==> config.mk <==
export PLATFORM = sky130hd
export DESIGN_NAME = joystick_direction_qualifier_unit_flat
export DESIGN_NICKNAME = d
export VERILOG_FILES = /design/src/jdq_pkg.sv /design/src/jdq_if.sv /design/src/jdq_classify.sv /design/src/jdq_tracker.sv /design/src/joystick_direction_qualifier_unit.sv /design/src/flat_wrapper.sv
export SDC_FILE = /design/constraint.sdc
export NUM_CORES = 1
export LEC_CHECK = 0
export BUFFER_PORTS_ARGS = -buffer_cell sky130_fd_sc_hd__buf_2
export CAP_MARGIN = 20
export CELL_PAD_IN_SITES_DETAIL_PLACEMENT = 1
export CELL_PAD_IN_SITES_GLOBAL_PLACEMENT = 1
export CORE_ASPECT_RATIO = 1.4
export CORE_UTILIZATION = 46
export CTS_CLUSTER_SIZE = 24
export DETAILED_ROUTE_END_ITERATION = 10
export PLACE_DENSITY = 0.85
export SETUP_SLACK_MARGIN = 0.4
export SYNTH_ARGS = -nofsm -noshare
export SYNTH_HDL_FRONTEND = slang
export SYNTH_SLANG_ARGS = --single-unit
==> constraint.sdc <==
create_clock -name clk_i -period 8.3 [get_ports clk_i]
set_clock_uncertainty 0.15 [all_clocks]
set_input_delay 1.66 -clock clk_i [delete_from_list [all_inputs] [get_ports clk_i]]
set_output_delay 1.66 -clock clk_i [all_outputs]
set_load 0.01 [all_outputs]
==> src/jdq_pkg.sv <==
// jdq_pkg: shared types and constants for the joystick direction qualifier
// no dependencies; used by every other file of the block

package jdq_pkg;

  localparam int THR_W      = 12;
  localparam int STABLE_W   = 8;
  localparam int BTN_W      = 8;
  localparam int COLOR_W    = 24;
  localparam int CFG_IDX_W  = 2;
  localparam int CFG_DATA_W = 12;

  localparam logic [CFG_IDX_W-1:0] REG_THRESHOLD = 2'd0;
  localparam logic [CFG_IDX_W-1:0] REG_STABLE    = 2'd1;
  localparam logic [CFG_IDX_W-1:0] REG_LED_EN    = 2'd2;

  localparam logic [THR_W-1:0]    THRESHOLD_RST = 12'd1800;
  localparam logic [STABLE_W-1:0] STABLE_RST    = 8'd3;
  localparam logic                LED_EN_RST    = 1'b1;

  localparam logic [COLOR_W-1:0] COLOR_BLUE  = 24'h0000FF;
  localparam logic [COLOR_W-1:0] COLOR_RED   = 24'hFF0000;
  localparam logic [COLOR_W-1:0] COLOR_BLACK = 24'h000000;

  typedef enum logic [2:0] {
    DIR_NONE  = 3'd0,
    DIR_UP    = 3'd1,
    DIR_DOWN  = 3'd2,
    DIR_LEFT  = 3'd3,
    DIR_RIGHT = 3'd4
  } dir_e;

  typedef enum logic [1:0] {
    BTN_NONE     = 2'd0,
    BTN_PRESSED  = 2'd1,
    BTN_RELEASED = 2'd2
  } btn_evt_e;

  typedef struct packed {
    logic [THR_W-1:0]    threshold;
    logic [STABLE_W-1:0] stable;
    logic                led_en;
  } cfg_t;

  typedef struct packed {
    logic               dir_event;
    dir_e               dir_code;
    btn_evt_e           button_event;
    logic               button_down;
    logic               led_write;
    logic [COLOR_W-1:0] led_color;
  } res_t;

endpackage

==> src/jdq_if.sv <==
// jdq_if: valid/ready channel interfaces for input items and result items
// depends on jdq_pkg for field widths

interface jdq_in_if #(
  parameter int SAMPLE_BITS = 12
) ();
  logic                          valid;
  logic                          ready;
  logic signed [SAMPLE_BITS-1:0] axis_x;
  logic signed [SAMPLE_BITS-1:0] axis_y;
  logic [jdq_pkg::BTN_W-1:0]     button_raw;

  modport source (output valid, output axis_x, output axis_y, output button_raw,
                  input ready);
  modport sink (input valid, input axis_x, input axis_y, input button_raw,
                output ready);
endinterface

interface jdq_out_if ();
  logic                        valid;
  logic                        ready;
  logic                        dir_event;
  logic [2:0]                  dir_code;
  logic [1:0]                  button_event;
  logic                        button_down;
  logic                        led_write;
  logic [jdq_pkg::COLOR_W-1:0] led_color;

  modport source (output valid, output dir_event, output dir_code,
                  output button_event, output button_down, output led_write,
                  output led_color, input ready);
  modport sink (input valid, input dir_event, input dir_code,
                input button_event, input button_down, input led_write,
                input led_color, output ready);
endinterface

==> src/jdq_classify.sv <==
// jdq_classify: four-way direction decision from signed x/y offsets
// depends on jdq_pkg for the direction codes and threshold width

module jdq_classify #(
  parameter int SAMPLE_BITS = 12
) (
  input  logic signed [SAMPLE_BITS-1:0]  axis_x_i,
  input  logic signed [SAMPLE_BITS-1:0]  axis_y_i,
  input  logic [jdq_pkg::THR_W-1:0]      threshold_i,
  output jdq_pkg::dir_e                  dir_o
);

  localparam int MW = (SAMPLE_BITS > jdq_pkg::THR_W) ? SAMPLE_BITS : jdq_pkg::THR_W;
  localparam int PW = SAMPLE_BITS + 2;

  logic                   neg_x, neg_y;
  logic [SAMPLE_BITS-1:0] mag_x, mag_y;
  logic [MW-1:0]          mag_x_w, mag_y_w, thr_w;
  logic [PW-1:0]          twice_x, twice_y, thrice_x, thrice_y;
  logic                   centred;

  always_comb begin
    neg_x    = axis_x_i[SAMPLE_BITS-1];
    neg_y    = axis_y_i[SAMPLE_BITS-1];
    mag_x    = neg_x ? ('0 - SAMPLE_BITS'(axis_x_i)) : SAMPLE_BITS'(axis_x_i);
    mag_y    = neg_y ? ('0 - SAMPLE_BITS'(axis_y_i)) : SAMPLE_BITS'(axis_y_i);
    mag_x_w  = MW'(mag_x);
    mag_y_w  = MW'(mag_y);
    thr_w    = MW'(threshold_i);
    twice_x  = PW'({mag_x, 1'b0});
    twice_y  = PW'({mag_y, 1'b0});
    thrice_x = twice_x + PW'(mag_x);
    thrice_y = twice_y + PW'(mag_y);
    centred  = (mag_x_w < thr_w) && (mag_y_w < thr_w);

    if (centred) begin
      dir_o = jdq_pkg::DIR_NONE;
    end else if (twice_y > thrice_x) begin
      dir_o = neg_y ? jdq_pkg::DIR_UP : jdq_pkg::DIR_DOWN;
    end else if (twice_x > thrice_y) begin
      dir_o = neg_x ? jdq_pkg::DIR_LEFT : jdq_pkg::DIR_RIGHT;
    end else begin
      dir_o = jdq_pkg::DIR_NONE;
    end
  end

endmodule

==> src/jdq_tracker.sv <==
// jdq_tracker: run counter, reported direction, button edges and led write
// depends on jdq_pkg; holds the block state and the result register

module jdq_tracker #(
  parameter int COUNT_BITS = 8
) (
  input  logic                       clk_i,
  input  logic                       rst_ni,
  input  logic                       load_i,
  input  jdq_pkg::dir_e              dir_i,
  input  logic [jdq_pkg::BTN_W-1:0]  button_raw_i,
  input  jdq_pkg::cfg_t              cfg_i,
  output jdq_pkg::res_t              res_o
);

  localparam int                  SW        = (COUNT_BITS > jdq_pkg::STABLE_W) ?
                                              COUNT_BITS : jdq_pkg::STABLE_W;
  localparam logic [COUNT_BITS-1:0] COUNT_MAX = '1;

  jdq_pkg::dir_e           cand_q, cand_d, rep_q, rep_d;
  logic [COUNT_BITS-1:0]   run_q, run_d;
  logic                    btn_q, btn_d;
  jdq_pkg::res_t           res_q, res_d;
  logic                    pressed, stable_ok;

  always_comb begin
    pressed = (button_raw_i == '0);
    cand_d  = dir_i;
    rep_d   = rep_q;
    btn_d   = btn_q;
    res_d   = '0;

    if (dir_i == cand_q) begin
      run_d = (run_q == COUNT_MAX) ? run_q : run_q + 1'b1;
    end else begin
      run_d = '0;
    end
    stable_ok = SW'(run_d) >= SW'(cfg_i.stable);

    if (stable_ok && dir_i != jdq_pkg::DIR_NONE && dir_i != rep_q) begin
      res_d.dir_event = 1'b1;
      res_d.led_write = 1'b1;
      res_d.led_color = cfg_i.led_en ? jdq_pkg::COLOR_BLUE : jdq_pkg::COLOR_BLACK;
      rep_d           = dir_i;
    end else if (dir_i == jdq_pkg::DIR_NONE) begin
      res_d.led_write = 1'b1;
      res_d.led_color = jdq_pkg::COLOR_BLACK;
      rep_d           = jdq_pkg::DIR_NONE;
    end

    res_d.button_event = jdq_pkg::BTN_NONE;
    if (pressed && !btn_q) begin
      res_d.button_event = jdq_pkg::BTN_PRESSED;
      res_d.led_write    = 1'b1;
      res_d.led_color    = cfg_i.led_en ? jdq_pkg::COLOR_RED : jdq_pkg::COLOR_BLACK;
      btn_d              = 1'b1;
    end else if (!pressed && btn_q) begin
      res_d.button_event = jdq_pkg::BTN_RELEASED;
      res_d.led_write    = 1'b1;
      res_d.led_color    = jdq_pkg::COLOR_BLACK;
      btn_d              = 1'b0;
    end

    res_d.dir_code    = rep_d;
    res_d.button_down = btn_d;
  end

  always_ff @(posedge clk_i or negedge rst_ni) begin
    if (!rst_ni) begin
      cand_q <= jdq_pkg::DIR_NONE;
      run_q  <= '0;
      rep_q  <= jdq_pkg::DIR_NONE;
      btn_q  <= 1'b0;
      res_q  <= '0;
    end else if (load_i) begin
      cand_q <= cand_d;
      run_q  <= run_d;
      rep_q  <= rep_d;
      btn_q  <= btn_d;
      res_q  <= res_d;
    end
  end

  assign res_o = res_q;

`ifndef SYNTHESIS
  a_dir_event_writes_led: assert property (@(posedge clk_i) disable iff (!rst_ni)
    res_q.dir_event |-> res_q.led_write && res_q.dir_code != jdq_pkg::DIR_NONE)
    else $error("direction item without led write or with no direction");

  a_color_needs_write: assert property (@(posedge clk_i) disable iff (!rst_ni)
    !res_q.led_write |-> res_q.led_color == jdq_pkg::COLOR_BLACK)
    else $error("led color set without a write");

  a_press_sets_down: assert property (@(posedge clk_i) disable iff (!rst_ni)
    load_i |=> (res_q.button_event == jdq_pkg::BTN_PRESSED) == ($rose(btn_q)))
    else $error("press item does not match button state change");

  a_disabled_black: assert property (@(posedge clk_i) disable iff (!rst_ni)
    load_i && !cfg_i.led_en |=> res_q.led_color == jdq_pkg::COLOR_BLACK)
    else $error("color passed while led disabled");

  a_report_matches_state: assert property (@(posedge clk_i) disable iff (!rst_ni)
    $past(load_i) |-> res_q.dir_code == rep_q && res_q.button_down == btn_q)
    else $error("result does not match held state");
`endif

endmodule

==> src/joystick_direction_qualifier_unit.sv <==
// joystick_direction_qualifier_unit: top level with input register, config
// registers and result handshake; depends on jdq_pkg, jdq_if, jdq_classify, jdq_tracker
// an accepted item is held in the input register, then its result goes to the tracker result register
// throughput: one item per cycle while the receiver is ready, limited by the single compute stage
// the input register, when empty, takes a new item while a finished result waits
// reset: state cleared, direction none, button released, config registers to defaults

module joystick_direction_qualifier_unit #(
  parameter int SAMPLE_BITS = 12,
  parameter int COUNT_BITS  = 8
) (
  input  logic                            clk_i,
  input  logic                            rst_ni,
  jdq_in_if.sink                          in_i,
  jdq_out_if.source                       out_o,
  input  logic                            cfg_we_i,
  input  logic [jdq_pkg::CFG_IDX_W-1:0]   cfg_idx_i,
  input  logic [jdq_pkg::CFG_DATA_W-1:0]  cfg_data_i
);

  logic                          in_valid_q, out_valid_q, advance, in_take;
  logic signed [SAMPLE_BITS-1:0] x_q, y_q;
  logic [jdq_pkg::BTN_W-1:0]     btn_q;
  jdq_pkg::cfg_t                 cfg_q;
  jdq_pkg::dir_e                 dir;
  jdq_pkg::res_t                 res;

  assign advance    = in_valid_q && (!out_valid_q || out_o.ready);
  assign in_i.ready = !in_valid_q || advance;
  assign in_take    = in_i.valid && in_i.ready;

  always_ff @(posedge clk_i or negedge rst_ni) begin
    if (!rst_ni) begin
      in_valid_q  <= 1'b0;
      out_valid_q <= 1'b0;
    end else begin
      if (in_take) begin
        in_valid_q <= 1'b1;
      end else if (advance) begin
        in_valid_q <= 1'b0;
      end
      if (advance) begin
        out_valid_q <= 1'b1;
      end else if (out_o.ready) begin
        out_valid_q <= 1'b0;
      end
    end
  end

  always_ff @(posedge clk_i) begin
    if (in_take) begin
      x_q   <= in_i.axis_x;
      y_q   <= in_i.axis_y;
      btn_q <= in_i.button_raw;
    end
  end

  always_ff @(posedge clk_i or negedge rst_ni) begin
    if (!rst_ni) begin
      cfg_q.threshold <= jdq_pkg::THRESHOLD_RST;
      cfg_q.stable    <= jdq_pkg::STABLE_RST;
      cfg_q.led_en    <= jdq_pkg::LED_EN_RST;
    end else if (cfg_we_i) begin
      case (cfg_idx_i)
        jdq_pkg::REG_THRESHOLD: cfg_q.threshold <= cfg_data_i[jdq_pkg::THR_W-1:0];
        jdq_pkg::REG_STABLE:    cfg_q.stable    <= cfg_data_i[jdq_pkg::STABLE_W-1:0];
        jdq_pkg::REG_LED_EN:    cfg_q.led_en    <= cfg_data_i[0];
        default: ;
      endcase
    end
  end

  jdq_classify #(
    .SAMPLE_BITS(SAMPLE_BITS)
  ) u_classify (
    .axis_x_i    (x_q),
    .axis_y_i    (y_q),
    .threshold_i (cfg_q.threshold),
    .dir_o       (dir)
  );

  jdq_tracker #(
    .COUNT_BITS(COUNT_BITS)
  ) u_tracker (
    .clk_i        (clk_i),
    .rst_ni       (rst_ni),
    .load_i       (advance),
    .dir_i        (dir),
    .button_raw_i (btn_q),
    .cfg_i        (cfg_q),
    .res_o        (res)
  );

  assign out_o.valid        = out_valid_q;
  assign out_o.dir_event    = res.dir_event;
  assign out_o.dir_code     = res.dir_code;
  assign out_o.button_event = res.button_event;
  assign out_o.button_down  = res.button_down;
  assign out_o.led_write    = res.led_write;
  assign out_o.led_color    = res.led_color;

endmodule

==> src/flat_wrapper.sv <==
// flat-port wrapper written by rule: the top's interface ports become plain ports
module joystick_direction_qualifier_unit_flat 
#(
  parameter int SAMPLE_BITS = 12,
  parameter int COUNT_BITS  = 8
)
  (clk_i, rst_ni, cfg_we_i, cfg_idx_i, cfg_data_i, in_i_valid, in_i_axis_x, in_i_axis_y, in_i_button_raw, in_i_ready, out_o_valid, out_o_dir_event, out_o_dir_code, out_o_button_event, out_o_button_down, out_o_led_write, out_o_led_color, out_o_ready);
  jdq_in_if #(.SAMPLE_BITS(SAMPLE_BITS)) in_i_i ();
  jdq_out_if out_o_i ();
  input  logic clk_i;
  input  logic rst_ni;
  input  logic cfg_we_i;
  input  logic [jdq_pkg::CFG_IDX_W-1:0] cfg_idx_i;
  input  logic [jdq_pkg::CFG_DATA_W-1:0] cfg_data_i;
  input wire logic [$bits(in_i_i.valid)-1:0] in_i_valid;
  input wire logic [$bits(in_i_i.axis_x)-1:0] in_i_axis_x;
  input wire logic [$bits(in_i_i.axis_y)-1:0] in_i_axis_y;
  input wire logic [$bits(in_i_i.button_raw)-1:0] in_i_button_raw;
  output wire logic [$bits(in_i_i.ready)-1:0] in_i_ready;
  output wire logic [$bits(out_o_i.valid)-1:0] out_o_valid;
  output wire logic [$bits(out_o_i.dir_event)-1:0] out_o_dir_event;
  output wire logic [$bits(out_o_i.dir_code)-1:0] out_o_dir_code;
  output wire logic [$bits(out_o_i.button_event)-1:0] out_o_button_event;
  output wire logic [$bits(out_o_i.button_down)-1:0] out_o_button_down;
  output wire logic [$bits(out_o_i.led_write)-1:0] out_o_led_write;
  output wire logic [$bits(out_o_i.led_color)-1:0] out_o_led_color;
  input wire logic [$bits(out_o_i.ready)-1:0] out_o_ready;
  assign in_i_i.valid = in_i_valid;
  assign in_i_i.axis_x = in_i_axis_x;
  assign in_i_i.axis_y = in_i_axis_y;
  assign in_i_i.button_raw = in_i_button_raw;
  assign in_i_ready = in_i_i.ready;
  assign out_o_valid = out_o_i.valid;
  assign out_o_dir_event = out_o_i.dir_event;
  assign out_o_dir_code = out_o_i.dir_code;
  assign out_o_button_event = out_o_i.button_event;
  assign out_o_button_down = out_o_i.button_down;
  assign out_o_led_write = out_o_i.led_write;
  assign out_o_led_color = out_o_i.led_color;
  assign out_o_i.ready = out_o_ready;
  joystick_direction_qualifier_unit #(.SAMPLE_BITS(SAMPLE_BITS), .COUNT_BITS(COUNT_BITS)) u_core (.clk_i(clk_i), .rst_ni(rst_ni), .in_i(in_i_i), .out_o(out_o_i), .cfg_we_i(cfg_we_i), .cfg_idx_i(cfg_idx_i), .cfg_data_i(cfg_data_i));
endmodule
======== Word-level counts from Yosys, hierarchy flattened ========
Cells that the tools add are included.
operators by class
  multiplexer cells ....................... 26
  order comparisons ....................... 5
  reduce and logical (&&, ||, !) cells .... 26
  eq/ne operators ......................... 5
  $add $sub $neg .......................... 5
operators with widths
  operator                                             count
  two-way mux 25 bit                                   4
  adder 13 x 12 -> 14 bit                              2
  > comparator 13 x 14 -> 1 bit                        2
  less-than comparator 12 bit                          2
  two-way mux 12 bit                                   2
  two-way mux 24 bit                                   1
  two-way mux 8 bit                                    3
  subtractor 1 x 12 -> 12 bit, first input constant    2
  two-way mux 3 bit                                    6
  AND reduction 2 bit                                  5
  adder 8 x 1 -> 8 bit, second input constant          1
  equality test 8 bit, second input constant           1
  greater-or-equal comparator 8 bit                    1
  zero test 8 bit                                      1
  nonzero test 2 bit                                   4
  logical AND 1 bit                                    7
  two-way mux 1 bit                                    7
  two-way mux 2 bit                                    3
  zero test 1 bit                                      4
  equality test 3 bit                                  1
  zero test 3 bit                                      1
  inequality test 3 bit                                1
  nonzero test 3 bit                                   1
  equality test 2 x 1 -> 1 bit, second input constant  1
  3 further kinds                                      4
storage, ports and cells
  bits in registers ....................... 98
  logic and storage cells ................. 83
  output and inout bits ................... 34
  input port bits ......................... 51

======== Longest topological paths before layout ========
  word-level depth ........................ 15
  depth in mapped cells ................... 41
  depth with buffers taken out ............ 39

======== Modules after synthesis ========
From an unflattened synthesis, not the netlist that was laid out.
unflattened totals
  cells, all modules ...................... 641
  area total of the unflattened synthesis .. 6,459.9 um^2
by module, submodules not included
  module                             sequential area each (um^2)  area an instance (um^2)  cells an instance  times used
  jdq_classify                       0.0                          2,899.0                  371                1
  joystick_direction_qualifier_unit  1,545.2                      1,869.3                  86                 1
  jdq_tracker                        525.5                        1,691.6                  184                1

======== Least setup slack after synthesis ========
Ideal clock, no wire load.
  path kind ............................... register to register
  start ................................... register u_core.y_q[0]
  end ..................................... register u_core.u_tracker.res_q, in the netlist u_core.u_tracker.res_o[7]
  data arrival time ....................... 7.296 ns
  library setup time ...................... 0.122 ns
  setup slack ............................. 0.733 ns
  data required time ...................... 8.028 ns
  cell stages (with the launch flop) ...... 40
  path buffers ............................ 2
  cell sequence ........................... edfxtp_1 clkbuf_1 inv_1 ha_1 mux2i_1 inv_1 ha_1 a21o_1 a21oi_1 o21bai_1 a21oi_1 o21bai_1 a21oi_1 o21ai_0 xnor2_1 ha_1 nand4_1 or2_2 [... 4 more ...] o211a_4 a221oi_2 o32ai_4 buf_6 nand2b_1 ha_1 nand2b_1 a21oi_1 nor2b_1 o21ai_0 nand2b_1 a21oi_1 nor2b_1 o21ai_0 nand2b_1 a21o_1 a21boi_2 a32o_1
between the ends
  cells in the longest elaborated chain, start to end .. 15
  elaborated cells between the ends (all ways) .. 20
  classes of those cells .................. add/sub (2); order compare (4); eq/ne (2); mux (8); reduce/logical (4)
ends and longest elaborated chain
  item                               line                                     text
  start, declared                    joystick_direction_qualifier_unit.sv:22  logic signed [SAMPLE_BITS-1:0] x_q, y_q;
  start signal, assigned             joystick_direction_qualifier_unit.sv:53  y_q <= in_i.axis_y;
  subtractor 1 x 12 -> 12 bit        jdq_classify.sv:26                       mag_y = neg_y ? ('0 - SAMPLE_BITS'(axis_y_i)) : SAMPLE_BITS'(axis_y_i);
  two-way mux 12 bit *               jdq_classify.sv:26
  adder 13 x 12 -> 14 bit            jdq_classify.sv:33                       thrice_y = twice_y + PW'(mag_y);
  > comparator 13 x 14 -> 1 bit      jdq_classify.sv:40                       end else if (twice_x > thrice_y) begin
  two-way mux 3 bit                  jdq_classify.sv:40
  two-way mux 3 bit                  jdq_classify.sv:38                       end else if (twice_y > thrice_x) begin
  two-way mux 3 bit *                jdq_classify.sv:36                       if (centred) begin
  equality test 3 bit                jdq_tracker.sv:33                        if (dir_i == cand_q) begin
  two-way mux 8 bit                  jdq_tracker.sv:33
  greater-or-equal comparator 8 bit  jdq_tracker.sv:38                        stable_ok = SW'(run_d) >= SW'(cfg_i.stable);
  logical AND 1 bit                  jdq_tracker.sv:40                        if (stable_ok && dir_i != jdq_pkg::DIR_NONE && dir_i != rep_q) begin
  logical AND 1 bit *                jdq_tracker.sv:40
  two-way mux 25 bit *               jdq_tracker.sv:40
  two-way mux 25 bit *               jdq_tracker.sv:57                        end else if (!pressed && btn_q) begin
  two-way mux 25 bit *               jdq_tracker.sv:52                        if (pressed && !btn_q) begin
  end signal, assigned               jdq_tracker.sv:80                        res_q <= res_d;
  end, declared                      jdq_tracker.sv:23                        jdq_pkg::res_t res_q, res_d;
Mark *: on every way between the ends. The rest lies on a longest branch, timed or not.
A chain may end at the register's enable or synchronous reset.

======== Final worst setup path ========
  start ................................... register u_core.x_q[2]
  end ..................................... register u_core.u_tracker.res_q, in the netlist u_core.u_tracker.res_o[7]
between the ends
  cells in the longest elaborated chain, start to end .. 14
  elaborated cells between the ends (all ways) .. 20
  classes of those cells .................. add/sub (2); order compare (4); eq/ne (2); mux (8); reduce/logical (4)
ends and longest elaborated chain
  item                                                                             line                                     text
  start, declared                                                                  joystick_direction_qualifier_unit.sv:22
  start signal, assigned                                                           joystick_direction_qualifier_unit.sv:52  x_q <= in_i.axis_x;
  subtractor 1 x 12 -> 12 bit                                                      jdq_classify.sv:25                       mag_x = neg_x ? ('0 - SAMPLE_BITS'(axis_x_i)) : SAMPLE_BITS'(axis_x_i);
  two-way mux 12 bit *                                                             jdq_classify.sv:25
  adder 13 x 12 -> 14 bit / > comparator 13 x 14 -> 1 bit (equally long branches)  jdq_classify.sv:32, jdq_classify.sv:40
  > comparator 13 x 14 -> 1 bit / two-way mux 3 bit (equally long branches)        jdq_classify.sv:38, jdq_classify.sv:40
  two-way mux 3 bit                                                                jdq_classify.sv:38
  two-way mux 3 bit *                                                              jdq_classify.sv:36
  equality test 3 bit                                                              jdq_tracker.sv:33
  two-way mux 8 bit                                                                jdq_tracker.sv:33
  greater-or-equal comparator 8 bit                                                jdq_tracker.sv:38
  logical AND 1 bit                                                                jdq_tracker.sv:40
  logical AND 1 bit *                                                              jdq_tracker.sv:40
  two-way mux 25 bit *                                                             jdq_tracker.sv:40
  two-way mux 25 bit *                                                             jdq_tracker.sv:57
  two-way mux 25 bit *                                                             jdq_tracker.sv:52
Marked as above.

==> flow_summary.ini <==
[layout]
fin_nets = 937
design_area_sq_mm = 0.007843
synthToLayoutAreaGrowth_pct = 18.02
layout-drive-gt1-share_pct = 26.57
antenna_cells = 0

[die]
initial_utilization_pct = 47.34
die_area_sq_mm = 0.01494
top_level_ports = 85
rows = 51
core_sq_mm = 0.01404
die_w_um = 103.6
die_y_um = 144.2

[logic_synthesis]
synthTopCellsByArea = edfxtp_1, ha_1, dfrtp_1
synth-seq-cells = 76
ys_types = 83
syn_area_sq_mm = 0.006645
ys_seq_area_share_pct = 31.16
yosysTopAreaCell = edfxtp_1
yosysTopAreaCellShare_pct = 14.46
synthFlopType = dfrtp_1
yosys_warnings = 0
synthArstFlopShare_pct = 57.89
syn-instance-count = 714
syn_area_per_cell_sq_um = 9.307
synth_edf_count = 32

[timing]
slew_headroom_pct = 24.60
setup_ws_ps = 547.3
whs_ps = 328.5
max_slew.worst_pin.slew_ps = 1124
period_share_pct = 93.41
maxSlewViolCount = 0
setup_viol_count_final = 0
fin_crit_ps = 7753
finalHoldViolCount = 0
rsz0062_at_grt = false
max_freq_ghz = 0.1290
fin_tns_setup_ps = 0

[power]
ir_worst_vdd_mv = 0.1300
cellPowerDensity_mw_per_mm2 = 240.7
power_w = 0.001888
p_leak_nw = 3.577

[routing]
first_pass_iters = 4
ant_nets = 0
drc = 0
drt_iter0_drc = 304
num_vias = 6169
totalWireLength_um = 22140
vias_per_cell = 6.181
avgRoutedWirePerCell_um = 22.19

[placement]
place_congestion = 0.9359
place_area_sq_mm = 0.007151
dp_worst_setup_slack_ps = 112.5
port_buffers = 76
dpl.hpwl_um = 15160

[clocking]
hold_buffers = 0
cts_tree = yes
cts_buffer_depth = 2
htreeDepth = 3
clk_pin_slew_ps = 70
clk_latency_ps = 350
cts_buffers = 9
root_buffer = clkbuf_16
cts_sinks = 76

[setup_path]
critPathSlowestCell = edfxtp_1
crit_arrival_ps = 7850
path_common_cell = a21oi_1
cp_slowest_stage_delay_ps = 480
critPathMaxFanout = 6
worstSetupStartpointType = flip-flop
r2r_slack_ps = 550
end_kind = flip-flop
critPathKind = reg -> reg
crit_required_ps = 8390

[global_route]
antenna_found_initial = 0
grt_pass1_wl_um = 31230
grt_max_degree = 45
grt_pass1_vias = 6399
track_usage_pct = 26.78
grt.overflow.total = 0

[hold_path]
hold_class = reg -> reg

[flow_run]
cap_viol_max_count = 0

[status]
outcome = complete, no violations
cell type report:
class | instances | area, sq um
Fill cell | 1667 | 6196
Multi-Input combinational cell | 559 | 4394
Sequential cell | 76 | 2071
Timing Repair Buffer | 116 | 684.4
Clock buffer | 11 | 254.0
Tap cell | 185 | 231.5
Inverter | 46 | 172.7
Clock inverter | 5 | 35.03
Yosys cell counts (11+ instances only):
master     n
ha_1      76
nand2_1   55
inv_1     46
a21oi_1   45
nor2_1    40
dfrtp_1   37
o21ai_0   37
edfxtp_1  32
nand2b_1  26
a21o_1    24
buf_4     22
xnor2_1   19
xor2_1    19
clkbuf_1  16
mux2_2    13
or2_2     11
through the flow:
stage,instances,utilization [%]
2_1_floorplan,721,-
3_3_place_gp,955,50.94
3_5_place_dp,955,50.94
4_1_cts,973,53.38
5_1_grt,998,55.86
6_report,998,55.86
cell usage in the layout, fill, tap and decap left out, types with 6 or more instances in the layout:
cell type	count
o21bai_1	6
o21ai_1	7
inv_1	46
nand2_1	55
xnor2_1	13
nor2_1	39
nor2b_1	10
dfstp_2	7
or3_1	9
nor4_1	6
a21o_1	24
a21oi_1	40
xor2_1	19
a31oi_1	6
buf_2	76
clkbuf_16	10
o21ai_0	28
nand2b_1	26
mux2_2	13
ha_1	74
edfxtp_1	32
or2_2	11
nand3_1	8
buf_4	39
a211oi_1	10
dfrtp_1	37
nor3_1	7
conb_1	8
o211ai_1	6
nand4_1	9
cell families after synthesis:
group,share of synthesized area (%)
AO/OA/AOI/OAI,21.69
XOR/XNOR,5.253
adder cells (fa/ha/maj),14.91
buffers and inverters,6.232
flip-flops,31.16
multiplexers,2.655
other,0.05643
AND/OR/NAND/NOR,18.04
where the power goes:
group	total (W)	switching [W]	internal, W
registers	0.000521	0.0000631	0.000458
logic	0.000972	0.000553	0.000418
clock network	0.000395	0.000174	0.000222
sequential cells by signal (all words and copies together) (netlist names):
register	cells
u_core.in_valid_q	1
u_core.u_tracker.cand_q	3
u_core.y_q	12
u_core.out_o.valid	1
u_core.u_tracker.run_q	8
u_core.btn_q	8
u_core.cfg_q	21
u_core.u_tracker.res_o	10
u_core.x_q	12
metal layers:
layer	share of wire [%]	global-route usage, %	up-vias
met5	0	0	-
met4	6.8	17.77	0
met3	4.4	4.507	115
met2	54	52.24	231
met1	35	25.94	3044
li1	-	-	2779
final timing paths:
check	endpoint	cells after the start	from
min	u_core.u_tracker.res_o[26]	2	u_core.u_tracker.res_o[26]
min reg2reg	u_core.u_tracker.res_o[26]	2	u_core.u_tracker.res_o[26]
max	u_core.u_tracker.res_o[7]	35	u_core.x_q[2]
min in group asynchronous	u_core.u_tracker.res_o[22]	1	rst_ni
max reg2reg	u_core.u_tracker.res_o[7]	35	u_core.x_q[2]
max in group asynchronous	u_core.u_tracker.run_q[2]	1	rst_ni
repair_timing:
action	4_1_cts	5_1_grt
pin swaps	0	7
endpoints found under the setup margin	6	6
setup buffers	2	25
endpoints found under the hold margin	0	0
resized for setup	7	38
critical path: cells and delay by family (launching register included):
| kind | cells | cell delay [ps] |
|---|---|---|
| AOI/OAI and AO/OA | 18 | 3380 |
| and+or+nand+nor | 12 | 2220 |
| adders and majority gates | 3 | 1020 |
| DFF | 1 | 480 |
| xor gates and xnor gates | 2 | 400 |
Power figures use the tool's default switching activity.
